**src/rtl/bmd_pkg.sv**
```systemverilog
// Shared types and constants for the button multipress detector.
// No dependencies; the evaluation logic and the top level import it.
`default_nettype none

package bmd_pkg;

	localparam int TIME_WIDTH = 32;
	localparam int NUM_BTN    = 4;
	localparam int CFG_W      = 16;
	localparam int CFG_IDX_W  = 2;
	localparam int IN_W       = 40;
	localparam int OUT_W      = 8;
	localparam int CNT_W      = 3;

	localparam logic [CFG_W-1:0] DEBOUNCE_RST   = 16'd20;
	localparam logic [CFG_W-1:0] DOUBLE_WIN_RST = 16'd350;
	localparam logic [CFG_W-1:0] TRIPLE_WIN_RST = 16'd600;

	typedef enum logic [2:0] {
		EV_B1_PRESS  = 3'd0,
		EV_B1_DOUBLE = 3'd1,
		EV_B2_PRESS  = 3'd2,
		EV_B3_PRESS  = 3'd3,
		EV_B4_PRESS  = 3'd4,
		EV_B4_DOUBLE = 3'd5,
		EV_B4_TRIPLE = 3'd6
	} event_code_t;

	typedef enum logic [CFG_IDX_W-1:0] {
		REG_DEBOUNCE   = 2'd0,
		REG_DOUBLE_WIN = 2'd1,
		REG_TRIPLE_WIN = 2'd2
	} cfg_reg_t;

	typedef struct packed {
		logic [CFG_W-1:0] debounce;
		logic [CFG_W-1:0] dbl_win;
		logic [CFG_W-1:0] tpl_win;
	} cfg_t;

	typedef struct packed {
		logic [NUM_BTN-1:0]                 prev;
		logic [NUM_BTN-1:0][TIME_WIDTH-1:0] start;
		logic [1:0]                         c1_cnt;
		logic [TIME_WIDTH-1:0]              c1_time;
		logic [1:0]                         c4_cnt;
		logic [TIME_WIDTH-1:0]              c4_time;
	} state_t;

	typedef struct packed {
		event_code_t [NUM_BTN-1:0] codes;
		logic [CNT_W-1:0]          n;
	} batch_t;

endpackage

`default_nettype wire

```
**src/rtl/bmd_eval.sv**
```systemverilog
// Per-sample evaluation: edge detection, hold check and click chaining.
// Pure combinational logic; depends on bmd_pkg.
`default_nettype none

module bmd_eval
	import bmd_pkg::*;
(
	input  wire logic [NUM_BTN-1:0]    levels,
	input  wire logic [TIME_WIDTH-1:0] time_ms,
	input  wire state_t                cur,
	input  wire cfg_t                  cfg,
	output state_t                     nxt,
	output batch_t                     batch
);

	always_comb begin
		logic [NUM_BTN-1:0]    click;
		logic [TIME_WIDTH-1:0] el;
		logic [TIME_WIDTH-1:0] el1;
		logic [TIME_WIDTH-1:0] el4;
		logic [1:0]            cnt1;
		logic [1:0]            cnt4;
		event_code_t           evs [NUM_BTN];
		logic [CNT_W-1:0]      n;

		nxt   = cur;
		click = '0;
		for (int i = 0; i < NUM_BTN; i++) begin
			el = time_ms - cur.start[i];
			if (levels[i] && !cur.prev[i]) begin
				nxt.start[i] = time_ms;
			end else if (!levels[i] && cur.prev[i]) begin
				click[i] = (el >= TIME_WIDTH'(cfg.debounce));
			end
			nxt.prev[i] = levels[i];
		end

		// button one: single or double, count clears after a double
		el1  = time_ms - cur.c1_time;
		cnt1 = (el1 < TIME_WIDTH'(cfg.dbl_win)) ? cur.c1_cnt + 2'd1 : 2'd1;
		if (cnt1 >= 2'd2) begin
			evs[0] = EV_B1_DOUBLE;
		end else begin
			evs[0] = EV_B1_PRESS;
		end
		if (click[0]) begin
			nxt.c1_time = time_ms;
			nxt.c1_cnt  = (cnt1 >= 2'd2) ? 2'd0 : cnt1;
		end

		evs[1] = EV_B2_PRESS;
		evs[2] = EV_B3_PRESS;

		// button four: count is kept after a double, clears after a triple
		el4  = time_ms - cur.c4_time;
		cnt4 = (el4 < TIME_WIDTH'(cfg.tpl_win)) ? cur.c4_cnt + 2'd1 : 2'd1;
		if (cnt4 >= 2'd3) begin
			evs[3] = EV_B4_TRIPLE;
		end else if (cnt4 == 2'd2) begin
			evs[3] = EV_B4_DOUBLE;
		end else begin
			evs[3] = EV_B4_PRESS;
		end
		if (click[3]) begin
			nxt.c4_time = time_ms;
			nxt.c4_cnt  = (cnt4 >= 2'd3) ? 2'd0 : cnt4;
		end

		// pack clicks in button order
		n = '0;
		for (int i = 0; i < NUM_BTN; i++) begin
			batch.codes[i] = EV_B1_PRESS;
		end
		for (int i = 0; i < NUM_BTN; i++) begin
			if (click[i]) begin
				batch.codes[n[1:0]] = evs[i];
				n = n + CNT_W'(1);
			end
		end
		batch.n = n;
	end

endmodule

`default_nettype wire

```
**src/rtl/button_multipress_detector.sv**
```systemverilog
// Button multipress detector: top level with sample register and result buffer.
// Depends on bmd_pkg and bmd_eval.
//
// Input stream (s_axis): one poll sample per item, tdata = buttons_pressed in
// bits 3:0, time_ms in bits 35:4, zero pad to 40 bits.
// Output stream (m_axis): one click per item, tdata bits 2:0 = event_code,
// tlast = final click caused by that sample. A sample with no click gives no
// item at all.
// Configuration: cfg_we/cfg_index/cfg_wdata write the debounce, double window
// and triple window registers; indexes above the list are dropped. Write only
// while the block is idle.
// A sample accepted on s_axis is registered in the sample register, evaluated, and
// its clicks loaded into the result buffer once the buffer is free; the first
// click shows from then on. A sample that causes no click never waits on the buffer;
// a sample with n clicks (up to 4) holds the single output port until all have left,
// and the next sample is evaluated in the cycle the last click leaves.
// Reset clears the button levels, press times, click counters and timers to
// zero and restores the register defaults (20, 350, 600 ms).
// A stalled receiver holds the current click; a following sample with clicks then
// waits in the sample register and s_axis_tready drops until the buffer frees up.
`default_nettype none

module button_multipress_detector
	import bmd_pkg::*;
(
	input  wire logic                 clk,
	input  wire logic                 arst_n,
	input  wire logic                 s_axis_tvalid,
	output logic                      s_axis_tready,
	input  wire logic [IN_W-1:0]      s_axis_tdata,   // [3:0] buttons_pressed, [35:4] time_ms
	output logic                      m_axis_tvalid,
	input  wire logic                 m_axis_tready,
	output logic [OUT_W-1:0]          m_axis_tdata,   // [2:0] event_code
	output logic                      m_axis_tlast,
	input  wire logic                 cfg_we,
	input  wire logic [CFG_IDX_W-1:0] cfg_index,
	input  wire logic [CFG_W-1:0]     cfg_wdata
);

	logic                  valid_s1;
	logic [NUM_BTN-1:0]    levels_s1;
	logic [TIME_WIDTH-1:0] time_s1;
	state_t                state_q;
	state_t                state_nxt;
	cfg_t                  cfg_q;
	batch_t                batch_e;
	batch_t                batch_q;
	logic                  bvalid_q;
	logic [1:0]            idx_q;
	logic                  s_fire;
	logic                  m_fire;
	logic                  last;
	logic                  batch_free;
	logic                  advance;
	logic                  load;

	bmd_eval u_eval (
		.levels  (levels_s1),
		.time_ms (time_s1),
		.cur     (state_q),
		.cfg     (cfg_q),
		.nxt     (state_nxt),
		.batch   (batch_e)
	);

	assign s_fire     = s_axis_tvalid && s_axis_tready;
	assign m_fire     = m_axis_tvalid && m_axis_tready;
	assign last       = ({1'b0, idx_q} + CNT_W'(1)) == batch_q.n;
	assign batch_free = !bvalid_q || (m_fire && last);
	// samples without clicks only touch state, so they never wait on the buffer
	assign advance    = valid_s1 && ((batch_e.n == '0) || batch_free);
	assign load       = advance && (batch_e.n != '0);

	assign s_axis_tready = !valid_s1 || advance;
	assign m_axis_tvalid = bvalid_q;
	assign m_axis_tdata  = OUT_W'(batch_q.codes[idx_q]);
	assign m_axis_tlast  = last;

	always_ff @(posedge clk or negedge arst_n) begin
		if (!arst_n) begin
			cfg_q <= '{debounce: DEBOUNCE_RST, dbl_win: DOUBLE_WIN_RST,
				tpl_win: TRIPLE_WIN_RST};
		end else if (cfg_we) begin
			unique case (cfg_index)
				REG_DEBOUNCE:   cfg_q.debounce <= cfg_wdata;
				REG_DOUBLE_WIN: cfg_q.dbl_win  <= cfg_wdata;
				REG_TRIPLE_WIN: cfg_q.tpl_win  <= cfg_wdata;
				default: ;
			endcase
		end
	end

	always_ff @(posedge clk or negedge arst_n) begin
		if (!arst_n) begin
			valid_s1 <= 1'b0;
		end else if (s_fire) begin
			valid_s1 <= 1'b1;
		end else if (advance) begin
			valid_s1 <= 1'b0;
		end
	end

	always_ff @(posedge clk) begin
		if (s_fire) begin
			levels_s1 <= s_axis_tdata[NUM_BTN-1:0];
			time_s1   <= s_axis_tdata[NUM_BTN +: TIME_WIDTH];
		end
	end

	always_ff @(posedge clk or negedge arst_n) begin
		if (!arst_n) begin
			state_q <= '0;
		end else if (advance) begin
			state_q <= state_nxt;
		end
	end

	always_ff @(posedge clk or negedge arst_n) begin
		if (!arst_n) begin
			bvalid_q <= 1'b0;
			idx_q    <= '0;
			batch_q  <= '0;
		end else if (load) begin
			bvalid_q <= 1'b1;
			idx_q    <= '0;
			batch_q  <= batch_e;
		end else if (m_fire) begin
			if (last) begin
				bvalid_q <= 1'b0;
			end
			idx_q <= idx_q + 2'd1;
		end
	end

endmodule

`default_nettype wire

```
**config.mk**
```make
export PLATFORM = sky130hd
export DESIGN_NAME = button_multipress_detector
export DESIGN_NICKNAME = d
export VERILOG_FILES = /design/src/rtl/bmd_pkg.sv /design/src/rtl/bmd_eval.sv /design/src/rtl/button_multipress_detector.sv
export SDC_FILE = /design/constraint.sdc
export NUM_CORES = 1
export LEC_CHECK = 0
export ABC_AREA = 1
export BUFFER_PORTS_ARGS = -buffer_cell sky130_fd_sc_hd__buf_4
export CAP_MARGIN = 20
export CORE_ASPECT_RATIO = 1.1
export CORE_MARGIN = 5
export CORE_UTILIZATION = 45
export CTS_CLUSTER_SIZE = 10
export DETAILED_ROUTE_END_ITERATION = 10
export PLACE_DENSITY = 0.73
export SYNTH_ARGS = -nofsm -noshare
export SYNTH_HDL_FRONTEND = slang
export SYNTH_SLANG_ARGS = --single-unit
```
**constraint.sdc**
```tcl
create_clock -name clk -period 7.4 [get_ports clk]
set_input_delay 0 -clock clk [delete_from_list [all_inputs] [get_ports clk]]
set_output_delay 0 -clock clk [all_outputs]
set_load 0.03 [all_outputs]
```
==> impl_metrics.ini <==
[floorplan]
ios = 74
dieArea_um2 = 69600
fp.coreArea_um2 = 63700
die_w_um = 252
start_util = 0.455
die_height_um = 276
row_count = 97

[critical_path]
critPathKind = flop to flop
cp_slowest_cell = edfxtp_1
worstSetupStartpointType = flop
r2r-start = time_s1[0]
ff2ff_setup_slack_ps = 1200
endpoint_kind = flop
rr_worst_depth = 37
r2r_end = state_q[86]
critPathMaxStageDelay_ps = 650
path_common_cell = nand2_1
arrival_ps = 6690
critPathRequiredTime_ps = 7890
cp_max_fo = 51

[routing]
wl_um = 94400
drt_iter0_markers = 2338
drc = 0
vias_per_cell = 5.29
vias = 28900
wl_per_cell_um = 17.3
postRouteAntennaNets = 0
dr.pass1.iters = 6

[grt]
grt_pass1_vias = 27100
grt_max_degree = 121
grt_pass1_wl_um = 147000
track_usage = 0.264
antenna_found_initial = 2
grt-ovfl-total = 0

[power]
vdd_drop_max_mv = 0.259
pwr-share-comb = 0.699
swShare = 0.540
p_sw_w = 0.00879
clkPwrFrac = 0.125
p_int_w = 0.00749
cellPowerDensity_nw_per_um2 = 509
leakagePower_nw = 17.7
seqPwrFrac = 0.177

[clocking]
clockBufferDepth = 3
cts_buffers = 41
post_cts_resized = 0
clk_pin_slew_ps = 60
cts_sinks = 303
cts_tree = yes
clk_latency_ps = 570
h-tree-depth = 2
cts_setup_buffers = 0
cts_root_buffer = clkbuf_16

[synth]
synth_area_leaders = dfrtp_1, nand2_1, ha_1
syn_area_per_cell_um2 = 6.50
ys_seq_area_frac = 0.268
synthFlopType = dfrtp_1
yosysUniqueCellTypes = 62
netlist_area_um2 = 29000
yosys_warnings = 0
ys_ff_latch = 303
syn_inst = 4457
synth_top_area_share = 0.220
ys_async_sr_fraction = 0.881
synth_edf_count = 36
synth_top_area_cell = dfrtp_1

[layout]
final_nets = 4933
utilization = 0.502
fin_area_um2 = 32000
syn2layout_area_growth_pct = 10.4
drive_above_1_share = 0.0594

[timing]
fin_crit_sh = 0.838
min_period_ps = 6200
hold_violations = 0
maxSlewViolCount = 0
slew_headroom = 0.337
rsz0062_at_grt = false
setup_viol = 0
fin_tns_setup_ps = 0
worstMarginPinSlew_ps = 992
fmax_mhz = 161
worst_clock_skew_ps = 23.2

[worst_hold_path]
hold_class = input pin to async pin

[status]
status = finished clean

[placement]
place_area_um2 = 30100
port_buffers = 64
finalWeightedCongestion = 1.02
dp_hpwl_um = 71500

[flow_run]
max_cap_violations = 0
==> cells in the final DEF, fill, tap and decap left out, types with 18 or more instances in the layout <==
cell type,instances
nand2_1,1601
inv_1,752
nor2_1,318
ha_1,285
dfrtp_1,254
nand4_1,231
a21oi_1,200
nand3_1,166
o21ai_0,139
buf_4,117
xor2_1,100
dlygate4sd3_1,55
nor3_1,41
clkbuf_16,41
edfxtp_1,36
nand3b_1,23
inv_2,21
nand2_2,19
clkbuf_1,18
==> final cells by class <==
type,count,area [µm²]
sequential,303,7780
clock buffer,63,1150
inverter,778,2920
antenna,4,10.0
timing repair buffer,175,1480
fill,6402,31700
clock inverter,12,201
tap,841,1050
multi-input combinational,3280,17400
==> registers in the layout, indices dropped and copies added (netlist names) <==
signal,cells
valid_s1,1
m_axis_tvalid,1
cfg_q,48
levels_s1,4
state_q,200
idx_q,2
batch_q,15
time_s1,32
==> how the worst max path moves through the flow <==
| stage | start | endpoint | depth (start not counted) |
|---|---|---|---|
| after global placement | time_s1[0] | state_q[106] | 38 |
| after global routing | time_s1[0] | state_q[88] | 39 |
| after detailed placement | time_s1[0] | state_q[115] | 38 |
| final | time_s1[0] | state_q[86] | 37 |
| after CTS | time_s1[0] | state_q[115] | 38 |
| after floorplan | time_s1[1] | levels_s1[0] | 35 |
==> cell families (layout without fill, tap and decap cells) <==
kind of cell	Yosys count	count (layout)	synth area share
other	1	9	0.000129
DFF	303	303	0.268
xor gates and xnor gates	112	112	0.0339
adders and majority gates	291	291	0.127
AOI/OAI and AO/OA	413	413	0.0779
buffers and inverters	878	1028	0.132
and+or+nand+nor	2459	2459	0.360
==> per-stage QoR <==
stage | std cells | total power [W] | hold slack [ps] | worst slack [ps]
5_1_grt | 5454 | 0.0180 | 144 | 681
3_5_place_dp | 5322 | 0.0140 | 153 | 1320
6_report | 5456 | 0.0163 | 96.6 | 1200
2_1_floorplan | 4461 | 0.0116 | -296 | 1670
3_3_place_gp | 5322 | 0.0138 | 156 | 1350
4_1_cts | 5452 | 0.0162 | 116 | 1290
==> layer usage <==
layer | vias up | share of wire | global-route usage
li1 | 14400 | - | -
met4 | 0 | 0.050 | 0.112
met3 | 215 | 0.075 | 0.0396
met1 | 13300 | 0.42 | 0.352
met2 | 988 | 0.45 | 0.427
met5 | - | 0 | 0
==> synthesized netlist by cell type, types with 3 or more instances <==
| library cell | number |
|---|---|
| nor3_1 | 41 |
| a21oi_2 | 3 |
| nor4_1 | 6 |
| buf_2 | 24 |
| or2_2 | 6 |
| a21o_1 | 14 |
| xor2_1 | 100 |
| inv_2 | 21 |
| nand2_4 | 5 |
| nand3_2 | 5 |
| ha_1 | 285 |
| o22ai_1 | 3 |
| o21ai_0 | 139 |
| buf_4 | 6 |
| clkinv_1 | 3 |
| nand3_4 | 3 |
| o21ai_1 | 5 |
| fa_1 | 6 |
| buf_12 | 12 |
| a211oi_1 | 9 |
| a31oi_1 | 4 |
| nor2_1 | 322 |
| or2_1 | 3 |
| nand2_1 | 1601 |
| o21bai_1 | 12 |
| dfstp_2 | 12 |
| nand2_2 | 19 |
| edfxtp_1 | 36 |
| dfrtp_1 | 255 |
| nand4_1 | 231 |
| o21a_1 | 9 |
| and2_1 | 11 |
| a21oi_1 | 200 |
| nand3b_1 | 23 |
| nand3_1 | 166 |
| nor2_2 | 10 |
| buf_6 | 5 |
| clkbuf_1 | 26 |
| inv_1 | 753 |
| clkbuf_8 | 24 |
| xnor2_1 | 12 |
==> power groups by stage <==
stage / combinational, W / sequential (W) / clock [W]
2_1_floorplan: 0.00886 / 0.00269 / 0
3_3_place_gp: 0.0110 / 0.00286 / 0
3_5_place_dp: 0.0112 / 0.00287 / 0
4_1_cts: 0.0112 / 0.00286 / 0.00207
5_1_grt: 0.0129 / 0.00294 / 0.00213
6_report: 0.0114 / 0.00288 / 0.00203
==> worst max-delay path: cells and delay by family (launching register included) <==
kind | cells | cell delay (ps)
buffers and inverters | 7 | 1100
DFF | 1 | 650
AOI/OAI and AO/OA | 3 | 400
xor gates and xnor gates | 1 | 160
and+or+nand+nor | 21 | 2230
adders and majority gates | 5 | 1510
==> repair_timing <==
| item | CTS | global route |
|---|---|---|
| endpoints found under the hold margin | 195 | 0 |
| hold buffers | 55 | 0 |
| setup endpoints to repair | 0 | 0 |
No activity file was read; power rests on OpenSTA's default activity.
